==> src/rtl/i2cs_pkg.sv <==
package i2cs_pkg;

    // Default width of the remaining-byte counter.
    localparam int LEN_BITS_DEFAULT = 16;

    // Most results one item can cause.
    localparam int RES_MAX = 3;

    // Reset value of the step timeout, in microseconds.
    localparam logic [15:0] TIMEOUT_RESET = 16'd5000;

    // Configuration register indexes.
    localparam logic [0:0] CFG_ENABLED = 1'b0;
    localparam logic [0:0] CFG_TIMEOUT = 1'b1;

    // Input item modes.
    localparam logic [2:0] MODE_BEGIN_WR  = 3'd0;
    localparam logic [2:0] MODE_BEGIN_RD  = 3'd1;
    localparam logic [2:0] MODE_TX_SUPPLY = 3'd2;
    localparam logic [2:0] MODE_STEP_DONE = 3'd3;
    localparam logic [2:0] MODE_TICK      = 3'd4;

    // Result kinds.
    localparam logic [1:0] KIND_BUS_CMD = 2'd0;
    localparam logic [1:0] KIND_REQ_TX  = 2'd1;
    localparam logic [1:0] KIND_RX_BYTE = 2'd2;
    localparam logic [1:0] KIND_DONE    = 2'd3;

    // Bus engine commands.
    localparam logic [2:0] CMD_START    = 3'd0;
    localparam logic [2:0] CMD_SEND     = 3'd1;
    localparam logic [2:0] CMD_RECV_ACK = 3'd2;
    localparam logic [2:0] CMD_RECV_NAK = 3'd3;
    localparam logic [2:0] CMD_STOP     = 3'd4;
    localparam logic [2:0] CMD_CLEAR    = 3'd5;

    // Error codes reported on done results.
    localparam logic [2:0] ERR_OK      = 3'd0;
    localparam logic [2:0] ERR_UNINIT  = 3'd1;
    localparam logic [2:0] ERR_TIMEOUT = 3'd2;
    localparam logic [2:0] ERR_NACK    = 3'd3;
    localparam logic [2:0] ERR_ARB     = 3'd4;
    localparam logic [2:0] ERR_UNKNOWN = 3'd5;

    // Raw bus engine status codes, after masking.
    localparam logic [7:0] STATUS_MASK     = 8'hF8;
    localparam logic [7:0] SC_START        = 8'h08;
    localparam logic [7:0] SC_RESTART      = 8'h10;
    localparam logic [7:0] SC_SLAW_ACK     = 8'h18;
    localparam logic [7:0] SC_SLAW_NACK    = 8'h20;
    localparam logic [7:0] SC_DATA_TX_ACK  = 8'h28;
    localparam logic [7:0] SC_DATA_TX_NACK = 8'h30;
    localparam logic [7:0] SC_ARB_LOST     = 8'h38;
    localparam logic [7:0] SC_SLAR_ACK     = 8'h40;
    localparam logic [7:0] SC_SLAR_NACK    = 8'h48;
    localparam logic [7:0] SC_DATA_RX_ACK  = 8'h50;
    localparam logic [7:0] SC_DATA_RX_NACK = 8'h58;

    // Decoded status classes.
    typedef enum logic [2:0] {
        ST_OK       = 3'd0,
        ST_NACK     = 3'd1,
        ST_ARB      = 3'd2,
        ST_UNKNOWN  = 3'd3,
        ST_SENTNACK = 3'd4
    } status_t;

    // Transaction phases.
    typedef enum logic [5:0] {
        PH_IDLE   = 6'b000001,
        PH_START  = 6'b000010,
        PH_ADDR   = 6'b000100,
        PH_TXNEED = 6'b001000,
        PH_TXWAIT = 6'b010000,
        PH_RXWAIT = 6'b100000
    } phase_t;

    // One result item, without its last marker.
    typedef struct packed {
        logic [1:0] kind;
        logic [2:0] bus_cmd;
        logic [7:0] bus_byte;
        logic [7:0] rx_byte;
        logic [2:0] error;
    } result_t;

    // Build a result item.
    function automatic result_t mk_result(input logic [1:0] kind, input logic [2:0] cmd,
                                          input logic [7:0] bbyte, input logic [7:0] rx,
                                          input logic [2:0] err);
        result_t r;
        r.kind     = kind;
        r.bus_cmd  = cmd;
        r.bus_byte = bbyte;
        r.rx_byte  = rx;
        r.error    = err;
        return r;
    endfunction

    // Classify a raw bus engine status.
    function automatic status_t status_decode(input logic [7:0] raw);
        status_t st;
        unique case (raw & STATUS_MASK)
            SC_START, SC_RESTART, SC_SLAW_ACK, SC_DATA_TX_ACK, SC_SLAR_ACK,
            SC_DATA_RX_ACK:                              st = ST_OK;
            SC_SLAW_NACK, SC_DATA_TX_NACK, SC_SLAR_NACK: st = ST_NACK;
            SC_ARB_LOST:                                 st = ST_ARB;
            SC_DATA_RX_NACK:                             st = ST_SENTNACK;
            default:                                     st = ST_UNKNOWN;
        endcase
        return st;
    endfunction

    // Error code for a failed step; a sent NACK outside read data is unknown.
    function automatic logic [2:0] status_to_err(input status_t st);
        logic [2:0] e;
        unique case (st)
            ST_OK:   e = ERR_OK;
            ST_NACK: e = ERR_NACK;
            ST_ARB:  e = ERR_ARB;
            default: e = ERR_UNKNOWN;
        endcase
        return e;
    endfunction

endpackage

==> src/rtl/i2c_master_transaction_sequencer_core.sv <==
// I2C master transaction sequencer core.
// An accepted item is registered, then handled and loaded into the result queue once
// the queue has room; its results are then taken one per cycle while m_tready is high.
// Throughput: one item per cycle while each item causes at most one result and results
// are taken at once; after an item causing several results, the next item waits until
// the last of them is being taken.
// Reset: aresetn is synchronous, active low; phase goes idle, counters clear,
// enabled clears and timeout_us returns to 5000.
module i2c_master_transaction_sequencer_core #(
    parameter int LEN_BITS = i2cs_pkg::LEN_BITS_DEFAULT
) (
    input  logic        aclk,
    input  logic        aresetn,
    input  logic        cfg_wr_en,
    input  logic [0:0]  cfg_index,
    input  logic [15:0] cfg_wdata,
    input  logic        s_tvalid,
    output logic        s_tready,
    // slave_addr, rw_bit, length, end_with_stop, tx_byte, bus_status, bus_rx_byte, pad
    input  logic [55:0] s_tdata,
    input  logic [2:0]  s_tuser,   // mode
    output logic        m_tvalid,
    input  logic        m_tready,
    output logic [23:0] m_tdata,   // bus_cmd, bus_byte, rx_byte, error, pad
    output logic [1:0]  m_tuser,   // kind
    output logic        m_tlast
);

    logic        enabled_reg, enabled_next;
    logic [15:0] timeout_reg, timeout_next;

    logic        in_valid_reg, in_valid_next;
    logic [2:0]  mode_reg;
    logic [6:0]  slave_addr_reg;
    logic        rw_bit_reg;
    logic [15:0] length_reg;
    logic        end_with_stop_reg;
    logic [7:0]  tx_byte_reg;
    logic [7:0]  bus_status_reg;
    logic [7:0]  bus_rx_byte_reg;

    logic                    can_load;
    logic                    move;
    logic [1:0]              res_cnt;
    i2cs_pkg::result_t [2:0] res;

    // Configuration register writes.
    always_comb begin
        enabled_next = enabled_reg;
        timeout_next = timeout_reg;
        if (cfg_wr_en) begin
            unique case (cfg_index)
                i2cs_pkg::CFG_ENABLED: enabled_next = cfg_wdata[0];
                i2cs_pkg::CFG_TIMEOUT: timeout_next = cfg_wdata;
                default: begin
                end
            endcase
        end
    end

    always_ff @(posedge aclk) begin
        if (!aresetn) begin
            enabled_reg <= 1'b0;
            timeout_reg <= i2cs_pkg::TIMEOUT_RESET;
        end else begin
            enabled_reg <= enabled_next;
            timeout_reg <= timeout_next;
        end
    end

    // Input register: empties when its item moves into the result queue.
    assign move          = in_valid_reg && can_load;
    assign s_tready      = !in_valid_reg || move;
    assign in_valid_next = s_tready ? s_tvalid : in_valid_reg;

    always_ff @(posedge aclk) begin
        if (!aresetn) begin
            in_valid_reg <= 1'b0;
        end else begin
            in_valid_reg <= in_valid_next;
        end
    end

    always_ff @(posedge aclk) begin
        if (s_tvalid && s_tready) begin
            mode_reg          <= s_tuser;
            slave_addr_reg    <= s_tdata[6:0];
            rw_bit_reg        <= s_tdata[7];
            length_reg        <= s_tdata[23:8];
            end_with_stop_reg <= s_tdata[24];
            tx_byte_reg       <= s_tdata[32:25];
            bus_status_reg    <= s_tdata[40:33];
            bus_rx_byte_reg   <= s_tdata[48:41];
        end
    end

    // Transaction sequencing for the registered item.
    i2cs_seq #(
        .LEN_BITS (LEN_BITS)
    ) u_seq (
        .aclk          (aclk),
        .aresetn       (aresetn),
        .item_valid    (move),
        .mode          (mode_reg),
        .slave_addr    (slave_addr_reg),
        .rw_bit        (rw_bit_reg),
        .length        (length_reg),
        .end_with_stop (end_with_stop_reg),
        .tx_byte       (tx_byte_reg),
        .bus_status    (bus_status_reg),
        .bus_rx_byte   (bus_rx_byte_reg),
        .enabled       (enabled_reg),
        .timeout_us    (timeout_reg),
        .res_cnt       (res_cnt),
        .res           (res)
    );

    // Result queue and output channel.
    i2cs_out_buf u_out_buf (
        .aclk     (aclk),
        .aresetn  (aresetn),
        .load     (move),
        .load_cnt (res_cnt),
        .load_res (res),
        .can_load (can_load),
        .m_tvalid (m_tvalid),
        .m_tready (m_tready),
        .m_tdata  (m_tdata),
        .m_tuser  (m_tuser),
        .m_tlast  (m_tlast)
    );

endmodule

==> src/rtl/i2cs_seq.sv <==
module i2cs_seq #(
    parameter int LEN_BITS = i2cs_pkg::LEN_BITS_DEFAULT
) (
    input  logic                       aclk,
    input  logic                       aresetn,
    input  logic                       item_valid,
    input  logic [2:0]                 mode,
    input  logic [6:0]                 slave_addr,
    input  logic                       rw_bit,
    input  logic [15:0]                length,
    input  logic                       end_with_stop,
    input  logic [7:0]                 tx_byte,
    input  logic [7:0]                 bus_status,
    input  logic [7:0]                 bus_rx_byte,
    input  logic                       enabled,
    input  logic [15:0]                timeout_us,
    output logic [1:0]                 res_cnt,
    output i2cs_pkg::result_t [2:0]    res
);

    i2cs_pkg::phase_t     phase_reg, phase_next;
    logic                 is_read_reg, is_read_next;
    logic [LEN_BITS-1:0]  bytes_left_reg, bytes_left_next;
    logic                 stop_reg, stop_next;
    logic [15:0]          wait_reg, wait_next;
    logic [7:0]           addr_reg, addr_next;

    logic [LEN_BITS-1:0]  len_in;
    logic [LEN_BITS-1:0]  bl;
    logic                 do_adv;
    i2cs_pkg::status_t    st;
    logic [15:0]          wt;
    logic [19:0]          wt_x10;
    logic                 waiting;

    // Length sized to the counter; tick count saturates and scales by ten.
    assign len_in  = LEN_BITS'(length);
    assign st      = i2cs_pkg::status_decode(bus_status);
    assign wt      = (wait_reg != 16'hFFFF) ? wait_reg + 16'd1 : wait_reg;
    assign wt_x10  = {1'b0, wt, 3'b000} + {3'b000, wt, 1'b0};
    assign waiting = (phase_reg != i2cs_pkg::PH_IDLE) && (phase_reg != i2cs_pkg::PH_TXNEED);

    // Handle one item: next state and the results it causes.
    always_comb begin
        phase_next      = phase_reg;
        is_read_next    = is_read_reg;
        bytes_left_next = bytes_left_reg;
        stop_next       = stop_reg;
        wait_next       = wait_reg;
        addr_next       = addr_reg;
        res_cnt         = 2'd0;
        res             = '0;
        bl              = bytes_left_reg;
        do_adv          = 1'b0;
        if (item_valid) begin
            unique case (mode)
                i2cs_pkg::MODE_BEGIN_WR, i2cs_pkg::MODE_BEGIN_RD: begin
                    if (!enabled) begin
                        res[0]  = i2cs_pkg::mk_result(i2cs_pkg::KIND_DONE, i2cs_pkg::CMD_START,
                                                      8'h00, 8'h00, i2cs_pkg::ERR_UNINIT);
                        res_cnt = 2'd1;
                    end else begin
                        is_read_next    = (mode == i2cs_pkg::MODE_BEGIN_RD);
                        bytes_left_next = len_in;
                        stop_next       = end_with_stop;
                        addr_next       = {slave_addr, rw_bit};
                        wait_next       = 16'd0;
                        phase_next      = i2cs_pkg::PH_START;
                        res[0]  = i2cs_pkg::mk_result(i2cs_pkg::KIND_BUS_CMD, i2cs_pkg::CMD_START,
                                                      8'h00, 8'h00, i2cs_pkg::ERR_OK);
                        res_cnt = 2'd1;
                    end
                end
                i2cs_pkg::MODE_TX_SUPPLY: begin
                    if (phase_reg == i2cs_pkg::PH_TXNEED) begin
                        res[0]     = i2cs_pkg::mk_result(i2cs_pkg::KIND_BUS_CMD,
                                                         i2cs_pkg::CMD_SEND, tx_byte, 8'h00,
                                                         i2cs_pkg::ERR_OK);
                        res_cnt    = 2'd1;
                        wait_next  = 16'd0;
                        phase_next = i2cs_pkg::PH_TXWAIT;
                    end
                end
                i2cs_pkg::MODE_STEP_DONE: begin
                    if (waiting) begin
                        wait_next = 16'd0;
                        if (phase_reg == i2cs_pkg::PH_RXWAIT) begin
                            // Read data step.
                            if (st == i2cs_pkg::ST_OK) begin
                                res[0]  = i2cs_pkg::mk_result(i2cs_pkg::KIND_RX_BYTE,
                                                              i2cs_pkg::CMD_START, 8'h00,
                                                              bus_rx_byte, i2cs_pkg::ERR_OK);
                                res_cnt = 2'd1;
                                bl      = bytes_left_reg - LEN_BITS'(1);
                                do_adv  = 1'b1;
                            end else if (st == i2cs_pkg::ST_SENTNACK) begin
                                res[0]  = i2cs_pkg::mk_result(i2cs_pkg::KIND_RX_BYTE,
                                                              i2cs_pkg::CMD_START, 8'h00,
                                                              bus_rx_byte, i2cs_pkg::ERR_OK);
                                res[1]  = i2cs_pkg::mk_result(i2cs_pkg::KIND_BUS_CMD,
                                                              i2cs_pkg::CMD_STOP, 8'h00, 8'h00,
                                                              i2cs_pkg::ERR_OK);
                                res[2]  = i2cs_pkg::mk_result(i2cs_pkg::KIND_DONE,
                                                              i2cs_pkg::CMD_START, 8'h00, 8'h00,
                                                              i2cs_pkg::ERR_OK);
                                res_cnt    = 2'd3;
                                phase_next = i2cs_pkg::PH_IDLE;
                            end else begin
                                res[0]  = i2cs_pkg::mk_result(i2cs_pkg::KIND_BUS_CMD,
                                                              i2cs_pkg::CMD_STOP, 8'h00, 8'h00,
                                                              i2cs_pkg::ERR_OK);
                                res[1]  = i2cs_pkg::mk_result(i2cs_pkg::KIND_DONE,
                                                              i2cs_pkg::CMD_START, 8'h00, 8'h00,
                                                              i2cs_pkg::status_to_err(st));
                                res_cnt    = 2'd2;
                                phase_next = i2cs_pkg::PH_IDLE;
                            end
                        end else if (st != i2cs_pkg::ST_OK) begin
                            // Failure on start, address or written data.
                            if (st == i2cs_pkg::ST_NACK || st == i2cs_pkg::ST_ARB) begin
                                res[0]  = i2cs_pkg::mk_result(i2cs_pkg::KIND_BUS_CMD,
                                              (st == i2cs_pkg::ST_NACK) ? i2cs_pkg::CMD_STOP
                                                                        : i2cs_pkg::CMD_CLEAR,
                                              8'h00, 8'h00, i2cs_pkg::ERR_OK);
                                res[1]  = i2cs_pkg::mk_result(i2cs_pkg::KIND_DONE,
                                                              i2cs_pkg::CMD_START, 8'h00, 8'h00,
                                                              i2cs_pkg::status_to_err(st));
                                res_cnt = 2'd2;
                            end else begin
                                res[0]  = i2cs_pkg::mk_result(i2cs_pkg::KIND_DONE,
                                                              i2cs_pkg::CMD_START, 8'h00, 8'h00,
                                                              i2cs_pkg::status_to_err(st));
                                res_cnt = 2'd1;
                            end
                            phase_next = i2cs_pkg::PH_IDLE;
                        end else if (phase_reg == i2cs_pkg::PH_START) begin
                            res[0]     = i2cs_pkg::mk_result(i2cs_pkg::KIND_BUS_CMD,
                                                             i2cs_pkg::CMD_SEND, addr_reg, 8'h00,
                                                             i2cs_pkg::ERR_OK);
                            res_cnt    = 2'd1;
                            phase_next = i2cs_pkg::PH_ADDR;
                        end else if (phase_reg == i2cs_pkg::PH_ADDR) begin
                            do_adv = 1'b1;
                        end else begin
                            bl     = bytes_left_reg - LEN_BITS'(1);
                            do_adv = 1'b1;
                        end
                    end
                end
                i2cs_pkg::MODE_TICK: begin
                    if (waiting) begin
                        if (wt_x10 > {4'b0000, timeout_us}) begin
                            if (phase_reg == i2cs_pkg::PH_RXWAIT) begin
                                res[0]  = i2cs_pkg::mk_result(i2cs_pkg::KIND_BUS_CMD,
                                                              i2cs_pkg::CMD_STOP, 8'h00, 8'h00,
                                                              i2cs_pkg::ERR_OK);
                                res[1]  = i2cs_pkg::mk_result(i2cs_pkg::KIND_DONE,
                                                              i2cs_pkg::CMD_START, 8'h00, 8'h00,
                                                              i2cs_pkg::ERR_TIMEOUT);
                                res_cnt = 2'd2;
                            end else begin
                                res[0]  = i2cs_pkg::mk_result(i2cs_pkg::KIND_DONE,
                                                              i2cs_pkg::CMD_START, 8'h00, 8'h00,
                                                              i2cs_pkg::ERR_TIMEOUT);
                                res_cnt = 2'd1;
                            end
                            phase_next = i2cs_pkg::PH_IDLE;
                            wait_next  = 16'd0;
                        end else begin
                            wait_next = wt;
                        end
                    end
                end
                default: begin
                end
            endcase
        end

        // Issue the next data step, or finish when no bytes are left.
        if (do_adv) begin
            bytes_left_next = bl;
            if (is_read_reg) begin
                if (bl != '0) begin
                    res[res_cnt] = i2cs_pkg::mk_result(i2cs_pkg::KIND_BUS_CMD,
                                       (bl == LEN_BITS'(1)) ? i2cs_pkg::CMD_RECV_NAK
                                                            : i2cs_pkg::CMD_RECV_ACK,
                                       8'h00, 8'h00, i2cs_pkg::ERR_OK);
                    phase_next   = i2cs_pkg::PH_RXWAIT;
                end else begin
                    res[res_cnt] = i2cs_pkg::mk_result(i2cs_pkg::KIND_DONE, i2cs_pkg::CMD_START,
                                                       8'h00, 8'h00, i2cs_pkg::ERR_OK);
                    phase_next   = i2cs_pkg::PH_IDLE;
                end
                res_cnt = res_cnt + 2'd1;
            end else if (bl != '0) begin
                res[res_cnt] = i2cs_pkg::mk_result(i2cs_pkg::KIND_REQ_TX, i2cs_pkg::CMD_START,
                                                   8'h00, 8'h00, i2cs_pkg::ERR_OK);
                res_cnt      = res_cnt + 2'd1;
                phase_next   = i2cs_pkg::PH_TXNEED;
            end else begin
                if (stop_reg) begin
                    res[res_cnt] = i2cs_pkg::mk_result(i2cs_pkg::KIND_BUS_CMD,
                                                       i2cs_pkg::CMD_STOP, 8'h00, 8'h00,
                                                       i2cs_pkg::ERR_OK);
                    res_cnt      = res_cnt + 2'd1;
                end
                res[res_cnt] = i2cs_pkg::mk_result(i2cs_pkg::KIND_DONE, i2cs_pkg::CMD_START,
                                                   8'h00, 8'h00, i2cs_pkg::ERR_OK);
                res_cnt      = res_cnt + 2'd1;
                phase_next   = i2cs_pkg::PH_IDLE;
            end
        end
    end

    // Transaction state registers.
    always_ff @(posedge aclk) begin
        if (!aresetn) begin
            phase_reg      <= i2cs_pkg::PH_IDLE;
            is_read_reg    <= 1'b0;
            bytes_left_reg <= '0;
            stop_reg       <= 1'b0;
            wait_reg       <= 16'd0;
            addr_reg       <= 8'h00;
        end else begin
            phase_reg      <= phase_next;
            is_read_reg    <= is_read_next;
            bytes_left_reg <= bytes_left_next;
            stop_reg       <= stop_next;
            wait_reg       <= wait_next;
            addr_reg       <= addr_next;
        end
    end

endmodule

==> src/rtl/i2cs_out_buf.sv <==
module i2cs_out_buf (
    input  logic                       aclk,
    input  logic                       aresetn,
    input  logic                       load,
    input  logic [1:0]                 load_cnt,
    input  i2cs_pkg::result_t [2:0]    load_res,
    output logic                       can_load,
    output logic                       m_tvalid,
    input  logic                       m_tready,
    output logic [23:0]                m_tdata,   // bus_cmd, bus_byte, rx_byte, error, pad
    output logic [1:0]                 m_tuser,   // kind
    output logic                       m_tlast
);

    i2cs_pkg::result_t [2:0] res_reg, res_next;
    logic [1:0]              cnt_reg, cnt_next;
    logic                    pop;

    assign pop      = m_tvalid && m_tready;
    assign can_load = (cnt_reg == 2'd0) || ((cnt_reg == 2'd1) && m_tready);

    // Load a new group of results, or shift the queue on each output transaction.
    always_comb begin
        res_next = res_reg;
        cnt_next = cnt_reg;
        if (load) begin
            res_next = load_res;
            cnt_next = load_cnt;
        end else if (pop) begin
            res_next[0] = res_reg[1];
            res_next[1] = res_reg[2];
            cnt_next    = cnt_reg - 2'd1;
        end
    end

    always_ff @(posedge aclk) begin
        if (!aresetn) begin
            cnt_reg <= 2'd0;
        end else begin
            cnt_reg <= cnt_next;
        end
    end

    always_ff @(posedge aclk) begin
        res_reg <= res_next;
    end

    // Head of the queue drives the result channel.
    assign m_tvalid = (cnt_reg != 2'd0);
    assign m_tlast  = (cnt_reg == 2'd1);
    assign m_tuser  = res_reg[0].kind;
    assign m_tdata  = {2'b00, res_reg[0].error, res_reg[0].rx_byte, res_reg[0].bus_byte,
                       res_reg[0].bus_cmd};

    // A group is loaded only into an empty queue or one draining its final result.
    a_load_room: assert property (@(posedge aclk) disable iff (!aresetn)
        load |-> (cnt_reg == 2'd0 || (cnt_reg == 2'd1 && m_tready)))
        else $error("result group loaded over pending results");

    // Loading takes the group's count.
    a_load_cnt: assert property (@(posedge aclk) disable iff (!aresetn)
        load |=> (cnt_reg == $past(load_cnt)))
        else $error("result count not taken on load");

    // Each output transaction without a load removes exactly one result.
    a_drain: assert property (@(posedge aclk) disable iff (!aresetn)
        (pop && !load) |=> (cnt_reg == $past(cnt_reg) - 2'd1))
        else $error("result queue count slipped on drain");

endmodule
==> config.mk <==
export PLATFORM = sky130hd
export DESIGN_NAME = i2c_master_transaction_sequencer_core
export DESIGN_NICKNAME = d
export VERILOG_FILES = /design/src/rtl/i2cs_pkg.sv /design/src/rtl/i2c_master_transaction_sequencer_core.sv /design/src/rtl/i2cs_seq.sv /design/src/rtl/i2cs_out_buf.sv
export SDC_FILE = /design/constraint.sdc
export NUM_CORES = 1
export LEC_CHECK = 0
export BUFFER_PORTS_ARGS = -buffer_cell sky130_fd_sc_hd__buf_2
export CAP_MARGIN = 20
export CORE_MARGIN = 3
export CORE_UTILIZATION = 59
export CTS_CLUSTER_DIAMETER = 150
export DETAILED_ROUTE_END_ITERATION = 10
export PLACE_DENSITY = 0.89
export SYNTH_ARGS = -nofsm -noshare
export SYNTH_HDL_FRONTEND = slang
export SYNTH_SLANG_ARGS = --single-unit
==> constraint.sdc <==
create_clock -name aclk -period 8.79 [get_ports aclk]
set_input_delay 0 -clock aclk [delete_from_list [all_inputs] [get_ports aclk]]
set_output_delay 0 -clock aclk [all_outputs]
set_load 0.1 [all_outputs]
==> results.md, run 1 <==
* Cell repeated most along the worst path: ha_1
* Async SR Flop Fraction at 0%
* RSZ-0062 raised after global routing: no
* Critical Path RT at 8.96 ns
* Worst Setup SP: u_seq.wait_reg[3]
* Post-synth EDFFs at 86
* Slew HR at 23.5%
* Num CTS Buffers at 17
* Peak supply drop at 142 µV
* Overall routed net length at 23800 µm
* Clk_skew at 0.0144 ns
* Critical path capture point type: flop
* WP buf/inv at 1
* Average wire per standard cell at 18.5 µm
* First-pass GRT wire length at 38300 µm
* Longest Clk Path Bufs at 2
* Worst path depth at 32
* DRT Pass-1 Iters at 6
* Synth Cell Area at 8880 µm²
* Synth unique cells at 81
* CTS clock-pin slew for the worst setup and hold paths at 0.07 ns
* Nets at 1205
* Gr usage total at 28.8%
* Total grt overflow at 0
* WP data arrival at 8.42 ns
* Core area at 14600 µm²
* Syn Inst Count at 965
* CP max stage delay at 0.52 ns
* I/O Pins at 110
* Hold Crit Class: in2reg
* Vias in the first global route at 7921
* Max Slew Vio Count at 0
* FF+latch count, synth at 154
* Final setup vio count at 0
* Clock Latency Late Sink at 0.43 ns
* Clock Power Share at 40.1%
* Tightest Pin Transition at 1.14 ns
* CTS Root Cell: clkbuf_16
* Die Y-Extent at 129 µm
* Area leader, netlist: edfxtp_1
* Max reg flops at 22
* Final Cell Area at 10600 µm²
* Clk sinks at 154
* Die area at 16600 µm²
* Flop-to-flop setup slack at 0.54 ns
* Pin count of the biggest net entering global routing at 50
* Cell Pwr Density at 185 nW/µm²
* TritonCTS clock tree: yes
* DP Worst Slack at 0.850 ns
* Largest fanout on the critical path at 12
* Setup TNS at 0 ns
* Critical path type: reg2reg
* Critical Path Start Type: flop
* Syn avg cell area at 9.20 µm²
* Share of the synthesized area in the top cell type at 29.1%
* Final WS setup at 0.540 ns
* Critical Path End: u_out_buf.m_tdata[3]
* Initial Util at 60.7%
* Total power at 1.96 mW
* Clock H-tree levels at 4
* Die Width at 129 µm
* Most frequent cells in the layout: nand2_1 (108), buf_2 (97), edfxtp_1 (86)
* Internal cell power at 1.38 mW
* YS warnings at 0
* Max Freq at 0.121 GHz
* Reg2reg end: u_out_buf.m_tdata[3]
* DRC errors left at 0
* Tcrit/Tclk final at 93.9%
* Primary FF master, synth: edfxtp_1
* Post-DP HPWL at 14400 µm
* Status: finished, final reports clean
* Seq/Total Area, Yosys at 44.4%
* Hold Vio Cnt, Final at 0
* # rows at 44
* Register-to-Register Path Depth at 32
* Comb power frac at 16.7%
* Share of cells above drive strength 1 at 13.9%
* Initial drt markers at 911
* Initial antenna violation count at 0
* Commonest non-fill, non-tap cell in the layout: nand2_1
* Tmin final at 8.25 ns
* PortBufs at 97
* Psw at 578 µW
* Reg-to-reg startpoint: u_seq.wait_reg[3]
* Vias post-DR at 8087
* Max-cap violations at 0
* Pleak at 4.18 nW
* Vias/cell at 6.29
* Synth-to-Final Area Change at 19.7%
* Area after DPL at 9260 µm²
* Synth area leaders: edfxtp_1 (29%), dfxtp_1 (15%), ha_1 (5.2%)
* Sequential share of power at 43.2%
* Slowest-stage cell, CP: and4_1
* Placer congestion estimate at 0.921
* Worst path top cell family by delay: simple AND/OR/NAND/NOR gates
* Sw frac at 29.5%
* Remaining antenna violation count at 0
through the flow:
step | utilization, % | hold slack, ns | instances
after floorplan | - | 0.0989 | 966
after global placement | 63.2 | 0.176 | 1179
after detailed placement | 63.2 | 0.178 | 1179
after CTS | 72.6 | 0.00743 | 1284
after global routing | 72.6 | 0.0565 | 1284
final | 72.6 | 0.0718 | 1285
synth_stat cells, drive strengths merged, types with 5 or more instances:
cell type,count
a211oi,7
a21o,14
a21oi,79
a22o,9
a22oi,12
a31oi,10
and2,20
and3,11
and4,5
buf,42
clkbuf,31
dfxtp,68
edfxtp,86
ha,37
inv,41
mux2i,11
nand2,108
nand2b,18
nand3,30
nand3b,6
nand4,13
nor2,66
nor2b,6
nor3,21
nor3b,5
nor4,11
o211ai,12
o21a,5
o21ai,58
o22ai,5
or2,5
or3,7
xnor2,23
xor2,7
power groups by stage:
stage / logic (mW) / clock network (mW) / registers, mW
final: 0.328 / 0.787 / 0.847
after CTS: 0.323 / 0.783 / 0.845
after global placement: 0.291 / 0 / 0.859
after detailed placement: 0.296 / 0 / 0.860
after global routing: 0.346 / 0.822 / 0.851
after floorplan: 0.262 / 0 / 0.852
final cells by class:
cell class	instances	area, µm²
multi-input cells	697	4410
fillers	965	4010
flip-flops and latches	154	3940
repair buffers	175	1250
clock buffers	20	478
well taps	184	230
clock inverters	12	159
inverters	42	158
diodes	1	2.50
worst min-delay path by stage:
stage,slack [ns],end,start,cells after the start
detailed placement,0.18,rw_bit_reg,s_tdata[7],1
floorplan,0.1,bus_rx_byte_reg[0],s_tdata[41],0
global placement,0.18,length_reg[14],s_tdata[22],1
finish,0.07,timeout_reg[12],aresetn,2
global route,0.06,timeout_reg[12],aresetn,2
CTS,0.007,timeout_reg[12],aresetn,2
layer usage:
metal / vias up / GRT usage, % / routed length [µm]
met3: 107 / 6.19 / 1990
li1: 3765 / - / -
met5: - / 0 / 0
met4: 0 / 13.9 / 1040
met1: 3721 / 35.5 / 9310
met2: 494 / 48.3 / 11400
timing repair:
item | in CTS | in global routing
setup buffers | 0 | 0
setup endpoints to repair | 0 | 4
resized for setup | 0 | 1
hold buffers | 73 | 0
hold endpoints to repair | 67 | 0
logic make-up (layout without fill, tap and decap cells):
family / Yosys count / after routing / synth area share, %
and+or+nand+nor: 352 / 352 / 20.5
AOI/OAI and AO/OA: 264 / 264 / 19.4
DFF: 154 / 154 / 44.4
buffers and inverters: 115 / 249 / 6.11
adders and majority gates: 37 / 37 / 5.21
xor gates and xnor gates: 30 / 30 / 3.04
muxes: 12 / 12 / 1.37
other: 1 / 3 / 0.0422
worst register-to-register path: cells and delay by family (launching register included):
kind / cells / cell delay (ns)
flip-flops: 1 / 0.47
adder cells (fa/ha/maj): 5 / 1.23
AND/OR/NAND/NOR: 13 / 3.41
AO/OA/AOI/OAI: 12 / 2.57
buffers and inverters: 1 / 0.11
XOR/XNOR: 1 / 0.19
No activity file was read; power rests on OpenSTA's default activity.
==> run 2, diff against run 1 <==
--- a/config.mk
+++ b/config.mk
@@ -7,11 +7,13 @@
 export LEC_CHECK = 0
 export BUFFER_PORTS_ARGS = -buffer_cell sky130_fd_sc_hd__buf_2
 export CAP_MARGIN = 20
+export CELL_PAD_IN_SITES_DETAIL_PLACEMENT = 1
+export CELL_PAD_IN_SITES_GLOBAL_PLACEMENT = 1
 export CORE_MARGIN = 3
-export CORE_UTILIZATION = 59
+export CORE_UTILIZATION = 45
 export CTS_CLUSTER_DIAMETER = 150
 export DETAILED_ROUTE_END_ITERATION = 10
-export PLACE_DENSITY = 0.89
+export PLACE_DENSITY = 0.88
 export SYNTH_ARGS = -nofsm -noshare
 export SYNTH_HDL_FRONTEND = slang
 export SYNTH_SLANG_ARGS = --single-unit
==> constraint.sdc (replaced) <==
create_clock -name aclk -period 8.5 [get_ports aclk]
set_input_delay 0 -clock aclk [delete_from_list [all_inputs] [get_ports aclk]]
set_output_delay 0 -clock aclk [all_outputs]
set_load 0.1 [all_outputs]
==> run 2 against run 1 <==
Power up 5.1%. Clock skew is 0.0014 ns higher. Flip-flop and latch count unchanged. Sequential power grew 3.5%. Utilization is 16 points lower. Register-to-register slack got worse by 0.18 ns. Worst hold slack got worse by 0.032 ns. Clock power is 6.4% higher. Largest power group unchanged.
==> results.md, run 2 (same netlist as run 1, synthesis figures left out) <==
* Area after DPL at 9370 µm²
* Tcrit/Tclk final at 95.8%
* DRC errors left at 0
* Sequential share of power at 42.5%
* Nets at 1215
* Most frequent cells in the layout: nand2_1 (108), buf_2 (97), edfxtp_1 (86)
* PortBufs at 97
* Hold Slack at 0.0398 ns
* Gr usage total at 27.1%
* Setup TNS at 0 ns
* TritonCTS clock tree: yes
* Post-DP HPWL at 17600 µm
* Hold Crit Class: in2reg
* Clock Power Share at 40.6%
* Cell repeated most along the worst path: ha_1
* Clk sinks at 154
* Die Y-Extent at 146 µm
* Critical path capture point type: flop
* Longest Clk Path Bufs at 2
* # diodes at 0
* Critical Path Start Type: flop
* Die Width at 146 µm
* WP data arrival at 8.33 ns
* Slowest-stage cell, CP: dfxtp_1
* Average wire per standard cell at 21.3 µm
* Share of cells above drive strength 1 at 14.6%
* Critical path type: reg2reg
* Vias/cell at 5.98
* Worst path depth at 33
* Initial Util at 46.7%
* Commonest non-fill, non-tap cell in the layout: nand2_1
* Status: finished, final reports clean
* Peak supply drop at 158 µV
* Max-cap violations at 0
* Clock H-tree levels at 4
* CP max stage delay at 0.49 ns
* Pleak at 4.24 nW
* I/O Pins at 110
* Overall routed net length at 29200 µm
* Largest fanout on the critical path at 8
* WP buf/inv at 3
* CTS clock-pin slew for the worst setup and hold paths at 0.07 ns
* Critical Path RT at 8.68 ns
* Final setup vio count at 0
* DRT Pass-1 Iters at 5
* Vias in the first global route at 8727
* Max Freq at 0.123 GHz
* Core area at 19000 µm²
* Tightest Pin Transition at 1.03 ns
* Remaining antenna violation count at 0
* CTS Root Cell: clkbuf_16
* # rows at 50
* Pin count of the biggest net entering global routing at 50
* Worst path top cell family by delay: compound AO/OA/AOI/OAI gates
* Hold Vio Cnt, Final at 0
* Total grt overflow at 0
* Sw frac at 30.8%
* Final Cell Area at 10800 µm²
* Initial antenna violation count at 0
* Placer congestion estimate at 0.924
* Slew HR at 31.6%
* Num CTS Buffers at 17
* First-pass GRT wire length at 46500 µm
* Clock Latency Late Sink at 0.45 ns
* Final Util at 56.9%
* Clk_skew at 0.0158 ns
* Die area at 21500 µm²
* Max reg flops at 22
* Comb power frac at 16.9%
* WHS Path Cells at 3
* Synth-to-Final Area Change at 21.7%
* Cell Pwr Density at 191 nW/µm²
* Vias post-DR at 8194
* Tmin final at 8.14 ns
* Max Slew Vio Count at 0
* Internal cell power at 1.43 mW
* Initial drt markers at 795
* Register-to-Register Path Depth at 33
* Psw at 635 µW
## run 2: path summary, 6_finish.rpt
path,end,start,slack (ns)
max,u_out_buf.m_tdata[8],u_seq.wait_reg[0],0.36
min,u_out_buf.cnt_reg[1],aresetn,0.04
max reg2reg,u_out_buf.m_tdata[8],u_seq.wait_reg[0],0.36
min reg2reg,u_seq.addr_reg[3],u_seq.addr_reg[3],0.47
## run 2: timing repair
action	4_1_cts	5_1_grt
gates resized for setup	0	5
hold endpoints to repair	67	0
hold buffers	74	0
endpoints found under the setup margin	0	28
buffers inserted	0	4
## run 2: routing by layer
layer	track usage [%]	share of wire [%]	wire length (µm)
met3	4.87	6.1	1770
met1	34.2	42	12300
met4	11.7	3.7	1070
met5	0	0	0
met2	45.8	48	14100
## run 2: per-stage QoR
stage / instances / power [mW] / setup WS [ns]
after floorplan: 966 / 1.15 / 1.55
after global placement: 1257 / 1.19 / 0.605
after detailed placement: 1257 / 1.20 / 0.267
after CTS: 1363 / 2.05 / 0.132
after global routing: 1370 / 2.12 / -0.0508
final: 1370 / 2.06 / 0.356
## run 2: layout make-up
type / count / area (µm²)
inverter: 42 / 158
clock inverter: 12 / 160
clock buffer: 20 / 468
tap: 260 / 325
multi-input combinational: 697 / 4430
timing repair buffer: 185 / 1330
fill: 2184 / 8210
sequential: 154 / 3940
## run 2: worst reg2reg max path, delay by kind of cell, from the launching register on
family                     cells  cell delay [ns]
AOI/OAI and AO/OA             14             3.12
xor gates and xnor gates       2             0.35
adders and majority gates      5             1.47
buffers and inverters          3             0.56
DFF                            1             0.49
and+or+nand+nor                9             1.90
## run 2: power by group through the flow
stage          registers (mW)  clock network, mW  logic [mW]
6_report                0.877              0.837       0.348
3_3_place_gp            0.889                  0       0.306
2_1_floorplan           0.881                  0       0.271
5_1_grt                 0.882              0.868       0.366
4_1_cts                 0.876              0.832       0.342
3_5_place_dp            0.891                  0       0.313
